`config.mk`:
```
export PLATFORM = sky130hd
export DESIGN_NAME = kmer_hit_run_chainer_unit
export DESIGN_NICKNAME = d
export VERILOG_FILES = /design/src/rtl/khrc_pkg.sv /design/src/rtl/kmer_hit_run_chainer_unit.sv
export SDC_FILE = /design/constraint.sdc
export NUM_CORES = 1
export LEC_CHECK = 0
export BUFFER_PORTS_ARGS = -buffer_cell sky130_fd_sc_hd__buf_2
export CAP_MARGIN = 20
export CORE_MARGIN = 2
export CORE_UTILIZATION = 58
export CTS_CLUSTER_SIZE = 10
export DETAILED_ROUTE_END_ITERATION = 6
export GPL_ROUTABILITY_DRIVEN = 0
export PLACE_DENSITY = 0.8
export SLEW_MARGIN = 20
export SYNTH_ARGS = -nofsm -noshare
export SYNTH_HDL_FRONTEND = slang
export SYNTH_SLANG_ARGS = --single-unit
```
`constraint.sdc`:
```
create_clock -name i_clk -period 17.39 [get_ports i_clk]
set_input_delay 1.739 -clock i_clk [delete_from_list [all_inputs] [get_ports i_clk]]
set_output_delay 1.739 -clock i_clk [all_outputs]
set_load 0.01 [all_outputs]
```
`src/rtl/khrc_pkg.sv`:
```
`default_nettype none

package khrc_pkg;

    // Default widths of the hit fields
    localparam int unsigned POS_BITS_DEF  = 31;
    localparam int unsigned NODE_BITS_DEF = 32;

    // Fixed widths of the emitted record
    localparam int unsigned QID_W   = 32;
    localparam int unsigned ONODE_W = 32;
    localparam int unsigned OPOS_W  = 31;
    localparam int unsigned COUNT_W = 31;
    localparam int unsigned MINM_W  = 31;

    localparam logic [COUNT_W-1:0] COUNT_MAX = {COUNT_W{1'b1}};
    localparam logic [MINM_W-1:0]  MIN_HITS_RST = MINM_W'(1);

    // Item kinds
    localparam logic [1:0] OP_START = 2'd0;
    localparam logic [1:0] OP_HIT   = 2'd1;
    localparam logic [1:0] OP_END   = 2'd2;

    // Direction codes
    localparam logic [1:0] DIR_FLAT = 2'd0;
    localparam logic [1:0] DIR_FWD  = 2'd1;
    localparam logic [1:0] DIR_BWD  = 2'd2;

    // One emitted segment record
    typedef struct packed {
        logic [QID_W-1:0]          query_id;
        logic signed [ONODE_W-1:0] node;
        logic [OPOS_W-1:0]         first_qpos;
        logic [OPOS_W-1:0]         last_qpos;
        logic [OPOS_W-1:0]         first_npos;
        logic [OPOS_W-1:0]         last_npos;
        logic [COUNT_W-1:0]        count;
        logic [1:0]                node_dir;
        logic [1:0]                query_dir;
        logic                      passes_min;
        logic                      from_end;
    } t_rec;

endpackage

`default_nettype wire

```
`src/rtl/kmer_hit_run_chainer_unit.sv`:
```
// A result enters the output register as the item that causes it is accepted, or the skid
// register if the output is stalled. One item per cycle while o_in_ready is high.
// A two-entry output buffer (output register plus skid register) keeps input flowing
// while one result waits; o_in_ready drops only while the skid register is full.
// Synchronous active-low reset closes the segment, zeroes the sequence id and
// sets the minimum hit count to 1; the configuration port is always ready.
`default_nettype none

module kmer_hit_run_chainer_unit #(
    parameter int unsigned POS_BITS  = khrc_pkg::POS_BITS_DEF,
    parameter int unsigned NODE_BITS = khrc_pkg::NODE_BITS_DEF
) (
    input  wire logic                                i_clk,
    input  wire logic                                i_rst_n,
    // configuration write
    input  wire logic                                i_cfg_valid,
    output logic                                     o_cfg_ready,
    input  wire logic [khrc_pkg::MINM_W-1:0]         i_cfg_min_hits,
    // input items
    input  wire logic                                i_in_valid,
    output logic                                     o_in_ready,
    input  wire logic [1:0]                          i_op,
    input  wire logic [khrc_pkg::QID_W-1:0]          i_query_id,
    input  wire logic signed [NODE_BITS-1:0]         i_hit_node,
    input  wire logic [POS_BITS-1:0]                 i_hit_node_pos,
    input  wire logic [POS_BITS-1:0]                 i_hit_query_pos,
    // result items
    output logic                                     o_out_valid,
    input  wire logic                                i_out_ready,
    output logic [khrc_pkg::QID_W-1:0]               o_out_query_id,
    output logic signed [khrc_pkg::ONODE_W-1:0]      o_out_node,
    output logic [khrc_pkg::OPOS_W-1:0]              o_first_query_pos,
    output logic [khrc_pkg::OPOS_W-1:0]              o_last_query_pos,
    output logic [khrc_pkg::OPOS_W-1:0]              o_first_npos,
    output logic [khrc_pkg::OPOS_W-1:0]              o_last_npos,
    output logic [khrc_pkg::COUNT_W-1:0]             o_match_count,
    output logic [1:0]                               o_node_dir,
    output logic [1:0]                               o_query_dir,
    output logic                                     o_passes_min,
    output logic                                     o_from_end
);

    // direction of last against first
    function automatic logic [1:0] dir_of(input logic [POS_BITS-1:0] first,
                                          input logic [POS_BITS-1:0] last);
        logic [1:0] d;
        if (last > first)      d = khrc_pkg::DIR_FWD;
        else if (last < first) d = khrc_pkg::DIR_BWD;
        else                   d = khrc_pkg::DIR_FLAT;
        return d;
    endfunction

    // absolute node id, modulo 2^NODE_BITS
    function automatic logic [NODE_BITS-1:0] magnitude(input logic [NODE_BITS-1:0] n);
        logic [NODE_BITS-1:0] m;
        if (n[NODE_BITS-1]) m = ~n + NODE_BITS'(1);
        else                m = n;
        return m;
    endfunction

    // segment state
    logic [khrc_pkg::MINM_W-1:0]  r_min_hits;
    logic [khrc_pkg::QID_W-1:0]   r_cur_query, n_cur_query;
    logic [NODE_BITS-1:0]         r_cur_node, n_cur_node;
    logic [POS_BITS-1:0]          r_first_qpos, n_first_qpos;
    logic [POS_BITS-1:0]          r_last_qpos, n_last_qpos;
    logic [POS_BITS-1:0]          r_first_npos, n_first_npos;
    logic [POS_BITS-1:0]          r_last_npos, n_last_npos;
    logic [khrc_pkg::COUNT_W-1:0] r_seg_count, n_seg_count;

    // output buffer
    logic            r_out_valid;
    logic            r_skid_valid;
    khrc_pkg::t_rec  r_out;
    khrc_pkg::t_rec  r_skid;

    logic            w_in_fire;
    logic            w_out_fire;
    logic            w_emit;
    logic            w_from_end;
    logic            w_open;
    logic            w_same;
    logic            w_keeps;
    logic [1:0]      w_seg_ndir;
    khrc_pkg::t_rec  w_rec;

    assign o_cfg_ready = 1'b1;
    assign o_in_ready  = ~r_skid_valid;
    assign w_in_fire   = i_in_valid & o_in_ready;
    assign w_out_fire  = r_out_valid & i_out_ready;

    // extend test for a hit against the open segment
    assign w_open     = (r_cur_node != '0);
    assign w_same     = (magnitude(r_cur_node) == magnitude(i_hit_node));
    assign w_seg_ndir = dir_of(r_first_npos, r_last_npos);

    always_comb begin
        case (w_seg_ndir)
            khrc_pkg::DIR_FWD: w_keeps = (i_hit_node_pos > r_last_npos);
            khrc_pkg::DIR_BWD: w_keeps = (i_hit_node_pos < r_last_npos);
            default:           w_keeps = 1'b1;
        endcase
    end

    // record of the open segment
    always_comb begin
        w_rec.query_id   = r_cur_query;
        w_rec.node       = khrc_pkg::ONODE_W'($signed(r_cur_node));
        w_rec.first_qpos = khrc_pkg::OPOS_W'(r_first_qpos);
        w_rec.last_qpos  = khrc_pkg::OPOS_W'(r_last_qpos);
        w_rec.first_npos = khrc_pkg::OPOS_W'(r_first_npos);
        w_rec.last_npos  = khrc_pkg::OPOS_W'(r_last_npos);
        w_rec.count      = r_seg_count;
        w_rec.node_dir   = w_seg_ndir;
        w_rec.query_dir  = dir_of(r_first_qpos, r_last_qpos);
        w_rec.passes_min = w_open && (r_seg_count >= r_min_hits);
        w_rec.from_end   = w_from_end;
    end

    // per-item state update
    always_comb begin
        n_cur_query  = r_cur_query;
        n_cur_node   = r_cur_node;
        n_first_qpos = r_first_qpos;
        n_last_qpos  = r_last_qpos;
        n_first_npos = r_first_npos;
        n_last_npos  = r_last_npos;
        n_seg_count  = r_seg_count;
        w_emit       = 1'b0;
        w_from_end   = 1'b0;
        case (i_op)
            khrc_pkg::OP_START: begin
                n_cur_query  = i_query_id;
                n_cur_node   = '0;
                n_first_qpos = '0;
                n_last_qpos  = '0;
                n_first_npos = '0;
                n_last_npos  = '0;
                n_seg_count  = '0;
            end
            khrc_pkg::OP_HIT: begin
                if (w_open && w_same && w_keeps) begin
                    if (r_seg_count != khrc_pkg::COUNT_MAX)
                        n_seg_count = r_seg_count + khrc_pkg::COUNT_W'(1);
                    n_last_npos = i_hit_node_pos;
                    n_last_qpos = i_hit_query_pos;
                end else begin
                    // break (if open) and open on this hit
                    w_emit       = w_open;
                    n_cur_node   = i_hit_node;
                    n_first_qpos = i_hit_query_pos;
                    n_last_qpos  = i_hit_query_pos;
                    n_first_npos = i_hit_node_pos;
                    n_last_npos  = i_hit_node_pos;
                    n_seg_count  = khrc_pkg::COUNT_W'(1);
                end
            end
            khrc_pkg::OP_END: begin
                if (w_open) begin
                    w_emit       = 1'b1;
                    w_from_end   = 1'b1;
                    n_cur_node   = '0;
                    n_first_qpos = '0;
                    n_last_qpos  = '0;
                    n_first_npos = '0;
                    n_last_npos  = '0;
                    n_seg_count  = '0;
                end
            end
            default: begin
                // unknown kind: no change
            end
        endcase
    end

    // state registers
    always_ff @(posedge i_clk) begin
        if (!i_rst_n) begin
            r_min_hits    <= khrc_pkg::MIN_HITS_RST;
            r_cur_query   <= '0;
            r_cur_node    <= '0;
            r_first_qpos  <= '0;
            r_last_qpos   <= '0;
            r_first_npos  <= '0;
            r_last_npos   <= '0;
            r_seg_count   <= '0;
        end else begin
            if (i_cfg_valid) r_min_hits <= i_cfg_min_hits;
            if (w_in_fire) begin
                r_cur_query  <= n_cur_query;
                r_cur_node   <= n_cur_node;
                r_first_qpos <= n_first_qpos;
                r_last_qpos  <= n_last_qpos;
                r_first_npos <= n_first_npos;
                r_last_npos  <= n_last_npos;
                r_seg_count  <= n_seg_count;
            end
        end
    end

    // output register and skid register
    always_ff @(posedge i_clk) begin
        if (!i_rst_n) begin
            r_out_valid  <= 1'b0;
            r_skid_valid <= 1'b0;
        end else if (r_skid_valid) begin
            if (w_out_fire) begin
                r_skid_valid <= 1'b0;
            end
        end else if (w_in_fire && w_emit) begin
            if (r_out_valid && !i_out_ready) begin
                r_skid_valid <= 1'b1;
            end else begin
                r_out_valid  <= 1'b1;
            end
        end else if (w_out_fire) begin
            r_out_valid <= 1'b0;
        end
    end

    always_ff @(posedge i_clk) begin
        if (r_skid_valid) begin
            if (w_out_fire) r_out <= r_skid;
        end else if (w_in_fire && w_emit) begin
            if (r_out_valid && !i_out_ready) r_skid <= w_rec;
            else                             r_out  <= w_rec;
        end
    end

    assign o_out_valid       = r_out_valid;
    assign o_out_query_id    = r_out.query_id;
    assign o_out_node        = r_out.node;
    assign o_first_query_pos = r_out.first_qpos;
    assign o_last_query_pos  = r_out.last_qpos;
    assign o_first_npos      = r_out.first_npos;
    assign o_last_npos       = r_out.last_npos;
    assign o_match_count     = r_out.count;
    assign o_node_dir        = r_out.node_dir;
    assign o_query_dir       = r_out.query_dir;
    assign o_passes_min      = r_out.passes_min;
    assign o_from_end        = r_out.from_end;

`ifndef NO_ASSERTIONS
    // skid entry only ever sits behind a full output register
    a_skid_behind_out: assert property (@(posedge i_clk) disable iff (!i_rst_n)
        r_skid_valid |-> r_out_valid)
        else $error("skid register full while output register empty");

    // an open segment always holds at least one hit
    a_open_has_count: assert property (@(posedge i_clk) disable iff (!i_rst_n)
        (r_cur_node != '0) |-> (r_seg_count != '0))
        else $error("open segment with zero count");

    // a result that meets a stalled output lands in the skid register
    a_stall_to_skid: assert property (@(posedge i_clk) disable iff (!i_rst_n)
        (w_in_fire && w_emit && r_out_valid && !i_out_ready) |=> r_skid_valid)
        else $error("result lost on a stalled output");

    // every emitted segment counts at least one hit
    a_out_count: assert property (@(posedge i_clk) disable iff (!i_rst_n)
        o_out_valid |-> (o_match_count != '0))
        else $error("result with zero match count");
`endif

endmodule

`default_nettype wire

```
==> out/results.tsv <==
stage	metric	value	unit
setup_path	start_kind	input pin	
timing	whs	0.456	ns
logic_synthesis	ys_ff_latch	702	
detailed_routing	drc	0	
clock_tree	cts_made_buffers	80	
logic_synthesis	synth.distinct_cells	78	
detailed_routing	drt_iter0_drc	2569	
floorplan	pin_count	392	
logic_synthesis	synth-edff-count	450	
run_status	status	complete, no violations	
setup_path	criticalPathCategory	input pin to register	
detailed_routing	vias	23361	
global_routing	grt_max_degree	197	
clock_tree	cts_max_level	3	
setup_path	required	17.63	ns
logic_synthesis	netlist_area	31200	sq um
clock_tree	cts_setup_buffers	0	
global_routing	antenna_found_initial	17	
layout	final_cell_mix	edfxtp_1, buf_2, nand2_1, dfxtp_1, a21oi_1	
setup_path	cp.arrival	7.26	ns
layout	design_area	35900	sq um
layout	finalNetCount	3375	
logic_synthesis	synth_flop_cell	edfxtp_1	
setup_path	crit_fanout	142	
detailed_routing	wl_per_cell	20.8	um
layout	layout-area-overhead-vs-synth	15.1	%
detailed_routing	first_pass_iters	7	
place	io_buffers	390	
setup_path	rrSetupSlack	11.14	ns
timing	post-route-period-util	40.3	%
clock_tree	ctsResizeCount	0	
logic_synthesis	avgSynthCellArea	11.3	sq um
power_and_ir_drop	power.leakage	13.5	nW
detailed_routing	vias_per_cell	6.07	
logic_synthesis	yosys_warnings	0	
logic_synthesis	syn_nets	3045	
layout	drive_above_1_share	20.4	%
logic_synthesis	syn_inst	2750	
timing	worst_pin_slew	1.06	ns
timing	finClkSkew	0.0199	ns
clock_tree	hold_buffers	0	
timing	tns	0	ns
layout	multi_input_area	11400	sq um
layout	final_common_cell	edfxtp_1	
global_routing	grt_pass1_vias	22614	
place	placed_area	33500	sq um
setup_path	startpoint	i_hit_node_pos[16]	
floorplan	core	52900	sq um
global_routing	overflow	0	
timing	min_period	7.01	ns
power_and_ir_drop	irDropWorstVdd	0.0738	mV
power_and_ir_drop	power_density	102	nW/um^2
global_routing	grt_pass1_wl	125	mm
detailed_routing	postRouteWirelength	80.2	mm
clock_tree	clock_latency	0.62	ns
clock_tree	cts_max_path_buffers	3	
run	drv_cap	0	
timing	hold_viol	0	
clock_tree	path_clk_slew	0.06	ns
floorplan	initial_utilization	59.0	%
hold_path	hold_class	register to register	
hold_path	worstHoldStart	r_cur_query[29]	
global_routing	track_usage	28.2	%
setup_path	cp-end-kind	register	
place	place_hpwl	51.8	mm
floorplan	rows	84	
layout	layout.area.seq	18600	sq um
logic_synthesis	synthArstFlopShare	0	%
layout	fillCellCount	3713	
timing	grt_setup_unrepaired	no	
floorplan	die_w	236	um
timing	clock.fmax	143	MHz
setup_path	rr_startpoint	r_cur_node[0]	
timing	slew_headroom	27.5	%
timing	setup_viol	0	
timing	final-max-slew-violation-count	0	
clock_tree	root_buffer	clkbuf_16	
logic_synthesis	yosysSeqAreaShare	59.5	%
detailed_routing	drtAntennaViolNets	0	
clock_tree	cts.sinks	702	
clock_tree	cts_tree	built	
floorplan	die_h	236	um
floorplan	die-area	55600	sq um
layer usage:
layer	global-route usage, %	part of all wire [%]
met2	46.7	49
met3	5.90	8.9
met5	0	0.0087
met4	12.4	3.7
met1	35.9	39
power by group:
part / internal (mW) / switching, mW
logic: 0.112 / 0.197
clock network: 0.895 / 0.637
registers: 1.81 / 0.0230
total: 2.82 / 0.857
cell usage after synthesis, drive strengths merged, types with 9 or more instances:
cell type,count,area share [%]
a21oi,229,3.7
clkbuf,126,1.5
o41ai,18,0.58
o22a,9,0.25
dfxtp,252,16
buf,32,0.68
o21ai,158,2.5
inv,153,1.8
or2,10,0.20
a21o,17,0.41
ha,131,5.3
xor2,17,0.48
o21a,10,0.24
and3,10,0.22
nand3,181,2.9
nand2,294,3.5
nor2,84,1.0
or4,19,0.47
nand2b,100,2.0
nor4,15,0.32
a2bb2oi,13,0.37
mux2,115,4.2
xnor2,54,1.5
edfxtp,450,43
mux2i,50,1.6
nor2b,16,0.32
o31ai,16,0.43
or3,23,0.46
nor3,23,0.37
nand4,38,0.76
final timing paths:
path | cells past startpoint | to
setup / recovery | 15 | o_match_count[11]
setup reg to reg | 15 | o_match_count[11]
hold / removal | 0 | r_skid[222]
hold reg to reg | 0 | r_skid[222]
final cells by class:
class	instances	share of cell area [%]
Clock buffer	144	6.45
Tap cell	688	2.40
Inverter	154	1.62
Multi-Input combinational cell	1736	31.8
Antenna cell	16	0.112
Clock inverter	3	0.0906
Sequential cell	702	51.7
Timing Repair Buffer	406	5.84
critical path, stage by stage:
cell	delay, ns
buf_2	0.13
ha_1	0.32
a211o_1	0.27
o2111ai_1	0.13
a31oi_1	0.17
a2111oi_0	0.92
a21oi_1	0.39
o32ai_1	0.43
nor4_2	0.11
nand3_1	0.17
a21o_1	0.18
nand2_1	0.12
a21oi_4	0.71
buf_12	0.54
buf_4	0.78
registers in the layout, indices dropped and copies added (netlist names), 32 cells and up:
register and count:
o_out_query_id 32, o_out_node 32, r_cur_query 32, r_skid 225
r_cur_node 32
cell families after synthesis:
group	Yosys count	share of synthesized area, %
XOR/XNOR	71	1.99
buffers and inverters	312	4.05
flip-flops	702	59.5
adder cells (fa/ha/maj)	131	5.26
other	1	0.0120
multiplexers	165	5.76
AND/OR/NAND/NOR	843	13.4
AO/OA/AOI/OAI	525	10.0
per-stage QoR:
stage                     util, %  total power, mW  setup WS [ns]  std cells
after floorplan                 -             2.07           1.35       2750
after global routing         67.9             3.79          10.11       3847
final                        67.9             3.67          10.38       3849
after detailed placement     63.4             2.17           9.79       3686
after CTS                    67.8             3.68          10.42       3833
after global placement       63.4             2.16           9.92       3686
Note: power is estimated with default switching activity, not from simulation.
